**config.mk**
```make
export PLATFORM = sky130hd
export DESIGN_NAME = token_lexer_stream
export DESIGN_NICKNAME = d
export VERILOG_FILES = /design/src/hdl/tls_pkg.sv /design/src/hdl/token_lexer_stream.sv /design/src/hdl/tls_front.sv /design/src/hdl/tls_queue.sv /design/src/hdl/tls_back.sv
export SDC_FILE = /design/constraint.sdc
export NUM_CORES = 1
export LEC_CHECK = 0
export ABC_AREA = 1
export BUFFER_PORTS_ARGS = -buffer_cell sky130_fd_sc_hd__buf_2
export CAP_MARGIN = 20
export CORE_MARGIN = 1
export CORE_UTILIZATION = 60
export DETAILED_ROUTE_END_ITERATION = 16
export MAX_ROUTING_LAYER = met4
export PLACE_DENSITY_LB_ADDON = 0.12
export SLEW_MARGIN = 20
export SYNTH_ARGS = -nofsm -noshare
export SYNTH_HDL_FRONTEND = slang
export SYNTH_HIERARCHICAL = 1
export SYNTH_SLANG_ARGS = --single-unit
export TNS_END_PERCENT = 10
```
**constraint.sdc**
```tcl
create_clock -name clk_i -period 16.7 [get_ports clk_i]
set_input_delay 5.01 -clock clk_i [delete_from_list [all_inputs] [get_ports clk_i]]
set_output_delay 5.01 -clock clk_i [all_outputs]
set_load 0.01 [all_outputs]
```
**src/hdl/tls_pkg.sv**
```systemverilog
`timescale 1ns / 1ps
`default_nettype none

package tls_pkg;

  localparam int unsigned MaxResults = 4;
  localparam int unsigned ResIdxW    = $clog2(MaxResults);
  localparam int unsigned ResCntW    = $clog2(MaxResults + 1);
  localparam int unsigned QueueDepth = 2;
  localparam int unsigned QPtrW      = $clog2(QueueDepth);
  localparam int unsigned QCntW      = $clog2(QueueDepth + 1);

  localparam logic [7:0] CharZero  = 8'h30;
  localparam logic [7:0] CharDot   = 8'h2E;
  localparam logic [7:0] CharQuote = 8'h27;
  localparam logic [7:0] CharSemi  = 8'h3B;
  localparam logic [7:0] CharComma = 8'h2C;

  typedef enum logic [2:0] {
    MODE_IDLE       = 3'd0,
    MODE_IDENT      = 3'd1,
    MODE_INT        = 3'd2,
    MODE_FLOAT_DOT  = 3'd3,
    MODE_FLOAT_FRAC = 3'd4,
    MODE_QUOTE_OPEN = 3'd5,
    MODE_QUOTE_ONE  = 3'd6,
    MODE_QUOTE_MANY = 3'd7
  } mode_e;

  typedef enum logic [2:0] {
    KIND_IDENT  = 3'd0,
    KIND_SEP    = 3'd1,
    KIND_INT    = 3'd2,
    KIND_FLOAT  = 3'd3,
    KIND_CHAR   = 3'd4,
    KIND_STRING = 3'd5,
    KIND_ERROR  = 3'd6
  } kind_e;

  typedef struct packed {
    logic [7:0] char_byte;
    logic       end_of_input;
  } token_in_t;

  typedef struct packed {
    logic [7:0] out_byte;
    logic       byte_valid;
    logic       token_end;
    logic [2:0] token_kind;
    logic       last;
  } token_out_t;

  // All results caused by one input character.
  typedef struct packed {
    logic [ResCntW-1:0]                count;
    token_out_t [MaxResults-1:0]       res;
  } bundle_t;

  typedef struct packed {
    logic empty;
    logic full;
  } q_stat_t;

  function automatic logic is_alpha(logic [7:0] c);
    return ((c >= 8'h61) && (c <= 8'h7A)) || ((c >= 8'h41) && (c <= 8'h5A));
  endfunction

  function automatic logic is_digit(logic [7:0] c);
    return (c >= 8'h30) && (c <= 8'h39);
  endfunction

  function automatic logic is_space(logic [7:0] c);
    return (c == 8'h20) || ((c >= 8'h09) && (c <= 8'h0D));
  endfunction

endpackage

`default_nettype wire

```
**src/hdl/token_lexer_stream.sv**
```systemverilog
// Streaming lexer: one character per transaction in, token bytes and token ends out.
// The first result of a character passes the bundle queue and then the output register.
// Throughput: one character per cycle while each yields at most one result and pop is
// held; the output register drains one result per cycle while pop is held.
// Reset (rst_ni low, asynchronous): lexer mode idle, queue and output register empty.
`timescale 1ns / 1ps
`default_nettype none

module token_lexer_stream (
  input  wire logic               clk_i,
  input  wire logic               rst_ni,
  // character side
  input  wire logic               push,
  output logic                    full,
  input  wire tls_pkg::token_in_t in_i,
  // result side
  output logic                    empty,
  input  wire logic               pop,
  output tls_pkg::token_out_t     out_o
);
  import tls_pkg::*;

  logic     accept;
  logic     q_push, q_pop;
  bundle_t  q_wdata, q_head;
  q_stat_t  q_stat;

  // Front end holds the lexer mode and turns each character into a bundle of
  // up to four results. Characters with no result never touch the queue.
  assign full   = q_stat.full;
  assign accept = push && !q_stat.full;

  tls_front u_front (
    .clk_i    (clk_i),
    .rst_ni   (rst_ni),
    .accept_i (accept),
    .in_i     (in_i),
    .q_push_o (q_push),
    .q_data_o (q_wdata)
  );

  // Two-entry bundle queue decouples the lexer from the result drain.
  tls_queue u_queue (
    .clk_i  (clk_i),
    .rst_ni (rst_ni),
    .push_i (q_push),
    .data_i (q_wdata),
    .pop_i  (q_pop),
    .head_o (q_head),
    .stat_o (q_stat)
  );

  // Back end walks a bundle into the output register, one result per cycle while that
  // register is free or popped, marking the final one as last, and frees the entry with it.
  tls_back u_back (
    .clk_i     (clk_i),
    .rst_ni    (rst_ni),
    .head_i    (q_head),
    .q_empty_i (q_stat.empty),
    .q_pop_o   (q_pop),
    .pop_i     (pop),
    .empty_o   (empty),
    .out_o     (out_o)
  );

endmodule

`default_nettype wire

```
**src/hdl/tls_front.sv**
```systemverilog
`timescale 1ns / 1ps
`default_nettype none

module tls_front (
  input  wire logic               clk_i,
  input  wire logic               rst_ni,
  input  wire logic               accept_i,
  input  wire tls_pkg::token_in_t in_i,
  output logic                    q_push_o,
  output tls_pkg::bundle_t        q_data_o
);
  import tls_pkg::*;

  mode_e   mode_q, mode_d;
  bundle_t bnd;
  logic    restart;
  logic [7:0] c;

  function automatic bundle_t add_byte(bundle_t b, logic [7:0] v);
    bundle_t r;
    r = b;
    r.res[b.count[ResIdxW-1:0]].out_byte   = v;
    r.res[b.count[ResIdxW-1:0]].byte_valid = 1'b1;
    r.count = b.count + ResCntW'(1);
    return r;
  endfunction

  function automatic bundle_t add_end(bundle_t b, kind_e k);
    bundle_t r;
    r = b;
    r.res[b.count[ResIdxW-1:0]].token_end  = 1'b1;
    r.res[b.count[ResIdxW-1:0]].token_kind = k;
    r.count = b.count + ResCntW'(1);
    return r;
  endfunction

  assign c = in_i.char_byte;

  // Open token is closed by this character; it is then taken as in idle.
  always_comb begin
    restart = 1'b0;
    if (!in_i.end_of_input) begin
      unique case (mode_q)
        MODE_IDENT:      restart = !(is_alpha(c) || is_digit(c));
        MODE_INT:        restart = !is_digit(c) && (c != CharDot);
        MODE_FLOAT_DOT,
        MODE_FLOAT_FRAC: restart = !is_digit(c);
        MODE_QUOTE_OPEN,
        MODE_QUOTE_ONE,
        MODE_QUOTE_MANY: restart = 1'b0;
        default:         restart = 1'b1;
      endcase
    end
  end

  // Next state
  always_comb begin
    mode_d = mode_q;
    if (in_i.end_of_input) begin
      mode_d = MODE_IDLE;
    end else if (restart) begin
      if (is_alpha(c)) begin
        mode_d = MODE_IDENT;
      end else if (is_digit(c)) begin
        mode_d = MODE_INT;
      end else if (c == CharDot) begin
        mode_d = MODE_FLOAT_DOT;
      end else if (c == CharQuote) begin
        mode_d = MODE_QUOTE_OPEN;
      end else begin
        mode_d = MODE_IDLE;
      end
    end else begin
      unique case (mode_q)
        MODE_INT: begin
          if (c == CharDot) begin
            mode_d = MODE_FLOAT_DOT;
          end
        end
        MODE_FLOAT_DOT:  mode_d = MODE_FLOAT_FRAC;
        MODE_QUOTE_OPEN: mode_d = (c == CharQuote) ? MODE_IDLE : MODE_QUOTE_ONE;
        MODE_QUOTE_ONE:  mode_d = (c == CharQuote) ? MODE_IDLE : MODE_QUOTE_MANY;
        MODE_QUOTE_MANY: begin
          if (c == CharQuote) begin
            mode_d = MODE_IDLE;
          end
        end
        default:         mode_d = mode_q;
      endcase
    end
  end

  // Results
  always_comb begin
    bnd = '0;
    if (in_i.end_of_input) begin
      unique case (mode_q)
        MODE_IDENT:      bnd = add_end(bnd, KIND_IDENT);
        MODE_INT:        bnd = add_end(bnd, KIND_INT);
        MODE_FLOAT_DOT:  bnd = add_end(add_byte(bnd, CharZero), KIND_FLOAT);
        MODE_FLOAT_FRAC: bnd = add_end(bnd, KIND_FLOAT);
        MODE_QUOTE_OPEN,
        MODE_QUOTE_ONE,
        MODE_QUOTE_MANY: bnd = add_end(bnd, KIND_ERROR);
        default:         bnd = '0;
      endcase
    end else begin
      unique case (mode_q)
        MODE_IDENT:      bnd = restart ? add_end(bnd, KIND_IDENT) : add_byte(bnd, c);
        MODE_INT:        bnd = restart ? add_end(bnd, KIND_INT) : add_byte(bnd, c);
        MODE_FLOAT_DOT:  bnd = restart ? add_end(add_byte(bnd, CharZero), KIND_FLOAT)
                                       : add_byte(bnd, c);
        MODE_FLOAT_FRAC: bnd = restart ? add_end(bnd, KIND_FLOAT) : add_byte(bnd, c);
        MODE_QUOTE_OPEN,
        MODE_QUOTE_ONE:  bnd = (c == CharQuote) ? add_end(bnd, KIND_CHAR) : add_byte(bnd, c);
        MODE_QUOTE_MANY: bnd = (c == CharQuote) ? add_end(bnd, KIND_STRING)
                                                : add_byte(bnd, c);
        default:         bnd = '0;
      endcase

      // Start of a new token, also after one has just been closed.
      if (restart) begin
        if (is_alpha(c) || is_digit(c)) begin
          bnd = add_byte(bnd, c);
        end else if (c == CharDot) begin
          bnd = add_byte(add_byte(bnd, CharZero), CharDot);
        end else if ((c == CharSemi) || (c == CharComma)) begin
          bnd = add_end(add_byte(bnd, c), KIND_SEP);
        end
      end
    end
  end

  always_ff @(posedge clk_i or negedge rst_ni) begin
    if (!rst_ni) begin
      mode_q <= MODE_IDLE;
    end else if (accept_i) begin
      mode_q <= mode_d;
    end
  end

  assign q_push_o = accept_i && (bnd.count != '0);
  assign q_data_o = bnd;

endmodule

`default_nettype wire

```
**src/hdl/tls_queue.sv**
```systemverilog
`timescale 1ns / 1ps
`default_nettype none

module tls_queue (
  input  wire logic             clk_i,
  input  wire logic             rst_ni,
  input  wire logic             push_i,
  input  wire tls_pkg::bundle_t data_i,
  input  wire logic             pop_i,
  output tls_pkg::bundle_t      head_o,
  output tls_pkg::q_stat_t      stat_o
);
  import tls_pkg::*;

  bundle_t              entries_q [QueueDepth];
  logic [QPtrW-1:0]     wr_ptr_q, rd_ptr_q;
  logic [QCntW-1:0]     cnt_q;

  always_ff @(posedge clk_i) begin
    if (push_i) begin
      entries_q[wr_ptr_q] <= data_i;
    end
  end

  always_ff @(posedge clk_i or negedge rst_ni) begin
    if (!rst_ni) begin
      wr_ptr_q <= '0;
      rd_ptr_q <= '0;
      cnt_q    <= '0;
    end else begin
      if (push_i) begin
        wr_ptr_q <= (32'(wr_ptr_q) == QueueDepth - 1) ? '0 : wr_ptr_q + QPtrW'(1);
      end
      if (pop_i) begin
        rd_ptr_q <= (32'(rd_ptr_q) == QueueDepth - 1) ? '0 : rd_ptr_q + QPtrW'(1);
      end
      if (push_i && !pop_i) begin
        cnt_q <= cnt_q + QCntW'(1);
      end else if (pop_i && !push_i) begin
        cnt_q <= cnt_q - QCntW'(1);
      end
    end
  end

  assign head_o       = entries_q[rd_ptr_q];
  assign stat_o.empty = (cnt_q == '0);
  assign stat_o.full  = (cnt_q == QCntW'(QueueDepth));

endmodule

`default_nettype wire

```
**src/hdl/tls_back.sv**
```systemverilog
`timescale 1ns / 1ps
`default_nettype none

module tls_back (
  input  wire logic             clk_i,
  input  wire logic             rst_ni,
  input  wire tls_pkg::bundle_t head_i,
  input  wire logic             q_empty_i,
  output logic                  q_pop_o,
  input  wire logic             pop_i,
  output logic                  empty_o,
  output tls_pkg::token_out_t   out_o
);
  import tls_pkg::*;

  logic [ResIdxW-1:0] idx_q, idx_d;
  logic               valid_q, valid_d;
  token_out_t         out_q, item;
  logic               load, is_last;

  assign load    = !q_empty_i && (!valid_q || pop_i);
  assign is_last = ({1'b0, idx_q} == (head_i.count - ResCntW'(1)));

  always_comb begin
    item      = head_i.res[idx_q];
    item.last = is_last;
  end

  always_comb begin
    idx_d   = idx_q;
    valid_d = valid_q;
    if (load) begin
      valid_d = 1'b1;
      idx_d   = is_last ? '0 : idx_q + ResIdxW'(1);
    end else if (pop_i) begin
      valid_d = 1'b0;
    end
  end

  always_ff @(posedge clk_i or negedge rst_ni) begin
    if (!rst_ni) begin
      idx_q   <= '0;
      valid_q <= 1'b0;
    end else begin
      idx_q   <= idx_d;
      valid_q <= valid_d;
    end
  end

  always_ff @(posedge clk_i) begin
    if (load) begin
      out_q <= item;
    end
  end

  assign q_pop_o = load && is_last;
  assign empty_o = !valid_q;
  assign out_o   = out_q;

endmodule

`default_nettype wire

```
==> impl_results.md <==
- Run status: finished, final reports clean
- First-pass GRT wire length: around 24000 um
- Area post-placement: 0.007126 mm^2
- Floorplan row count: 39
- Wire length per cell: approximately 18 um
- RSZ-0062 raised after global routing: false
- Startpoint Class: input pin
- Final count of negative-setup-slack endpoints: 0
- Logic pwr share: 0.384
- ANT cells: 0
- Average size of a mapped cell: between 10 and 15 um^2
- Clock Power Share: 0.252
- Global-route usage over all layers: 0.2655
- Vias: approximately 4500
- Final min period: approximately 8600 ps
- Crit-path cells: buf_2 -> nand2_1 -> nor2_1 -> nand2_2 -> nand2_2 -> nand2_1 -> nand2_2 -> nand3_4 -> nand3_2 -> nand2_1 -> inv_1 -> ha_1 -> inv_1 -> ha_1 -> o21ai_0 -> a21oi_2 -> nor2_1 -> nand3_1 -> nand2_1 -> inv_1 -> inv_1 -> nor2_4 -> buf_4
- LEAKAGE: 3.158 nW
- Setup Fix Bufs, Post-CTS: 0
- Arr. time, crit path: 8680 ps
- Total CTS buffers: 17
- Req. time, crit path: ~17000 ps
- Int Pwr: roughly 940 uW
- DRT Wirelength: around 15000 um
- Die Ht: roughly 110 um
- CP endpoint kind: register
- Relative slew slack: 0.3470
- I/O pin count: 29
- Post-cts sizing count: 0
- Hold Buf Count CTS: 0
- Clk_skew: between 9 and 10 ps
- Maximum vdd drop: 0.1989 mV
- Final hold slack: 542.8 ps
- 1st-iter DRT viols: approximately 480
- Drt first pass iters: 5
- Synthesis Warnings: 6
- Clk root buf: clkbuf_16
- GPL Wtd Cong: just over 0.9
- Initial antenna violation count: 0
- Slowest cell delay on critical path: 570 ps
- Setup tns final: 0 ps
- Final instance area: slightly below 0.008 mm^2
- Final Hold Fails: 0
- Starting Density: 0.6176
- Die area: about 0.012 mm^2
- Worst Path Max Fanout: 51
- Core Box Area: ~0.011 mm^2
- DR DRC count: 0
- HP Class: reg2reg
- Worst skew pair latency: about 420 ps
- Kind of critical path: in2reg
- CTS sink count: ~130
- Vias in the first global route: roughly 4500
- CTS tree: yes
- DR vias/cell: about 5.6
- Final ANT Viol Nets: 0
- Largest net degree at the start of global routing: 53
- Htree depth: 4
- WP buf/inv: 6
- Cells after synthesis: roughly 620
- Clock-pin slew on the worst setup and hold paths: roughly 60 ps
- Worst path top cell family by delay: simple AND/OR/NAND/NOR gates
- Remaining Overflow, GRT: 0
- Number of I/O port buffers: 28
- FMAX: around 120 MHz
- Switching pwr: slightly above 500 uW
- Final net count: around 660
- PwrDens: between 150 and 200 mW/mm^2
- Max-cap viol count: 0
- Count of final max-slew check failures: 0
- Sw Ratio: 0.3527
- Area grow syn2layout: 8.940%
- Mapped Area: a little over 0.007 mm^2
- Die width: approximately 110 um
- Final Cycle Share: 0.5172
- Fin util: 0.6728
- CTS max path bufs: 2
- Worst-Margin Slew: 979.5 ps
- CP max stage cell: buf_4
- Fillers: 865
- DP Wirelength: between 10000 and 15000 um
- Layout cells sized above 1: 0.2355
- Sequential fraction of design power: 0.365
## metal layers
layer	vias to the layer above	global-route usage	wire length, um
met5	-	-	0
met4	0	0.1084	338
met3	26	0.06367	773
met2	119	0.4000	6960
met1	2130	0.3475	6654
li1	2182	-	-
## state kept, by name, indices dropped and copies added (netlist names)
signal,count
u_queue/entries_q,110
u_back/out_o,14
u_front/mode_q,3
u_back/idx_q,2
u_queue/cnt_q,2
u_back/valid_q,1
u_queue/rd_ptr_q,1
u_queue/wr_ptr_q,1
## per-stage QoR
stage | power, mW | instances | setup slack [ps]
floorplan | 0.9817 | 628 | 6712
global placement | 1.077 | 765 | 7753
detailed placement | 1.089 | 765 | 7684
CTS | 1.455 | 797 | 8121
global route | 1.527 | 797 | 7696
finish | 1.447 | 797 | 8063
## layout make-up
type / count / area (um^2) / share of cell area
repair buffers: 32 / 170.2 / 0.02206
inverters: 67 / 251.5 / 0.03260
flip-flops and latches: 134 / 3978 / 0.5156
multi-input cells: 389 / 2547 / 0.3302
clock inverters: 14 / 160.2 / 0.02076
well taps: 143 / 178.9 / 0.02319
clock buffers: 18 / 429.2 / 0.05563
## worst paths after layout
check	startpoint	endpoint	slack [ps]	depth (start not counted)
max reg2reg	u_front/mode_q[2]$_DFFE_PN0P_	u_queue/entries_q[0][43]$_DFFE_PP_	12510	22
min in group asynchronous	rst_ni	u_back/valid_q$_DFFE_PN0P_	4460	1
max in group asynchronous	rst_ni	u_queue/rd_ptr_q$_DFFE_PN0P_	12000	1
min	u_queue/wr_ptr_q$_DFFE_PN0P_	u_queue/wr_ptr_q$_DFFE_PN0P_	540	1
min reg2reg	u_queue/wr_ptr_q$_DFFE_PN0P_	u_queue/wr_ptr_q$_DFFE_PN0P_	540	1
max	in_i[4]	u_queue/entries_q[0][43]$_DFFE_PP_	8060	23
## cells in the final DEF, fill, tap and decap left out, types with 2 or more instances in the layout
master and count:
o21ai_1 5, nand2_2 8, o31ai_1 2, clkinv_1 3
xnor2_1 2, clkinv_2 2, inv_2 14, nand2_1 84
nand3_1 29, a31oi_1 3, a21oi_1 19, nand3_2 3
conb_1 8, buf_2 28, inv_1 53, buf_4 4
clkbuf_16 17, ha_1 9, nor2_2 3, dfrtp_1 9
o22ai_1 14, o21ai_0 43, edfxtp_1 124, nor2_1 63
xor2_1 2, clkinvlp_4 3, nor2_4 4, mux2_4 55
o211ai_1 3, clkinv_4 3, nand4_1 6, bufinv_16 3
nor3_1 14
## power groups by stage
stage	combinational (mW)	clock [mW]	sequential, mW
global route	0.605	0.386	0.536
finish	0.555	0.364	0.527
detailed placement	0.555	0	0.534
global placement	0.547	0	0.530
floorplan	0.450	0	0.531
CTS	0.556	0.371	0.528
Power figures use the tool's default switching activity.
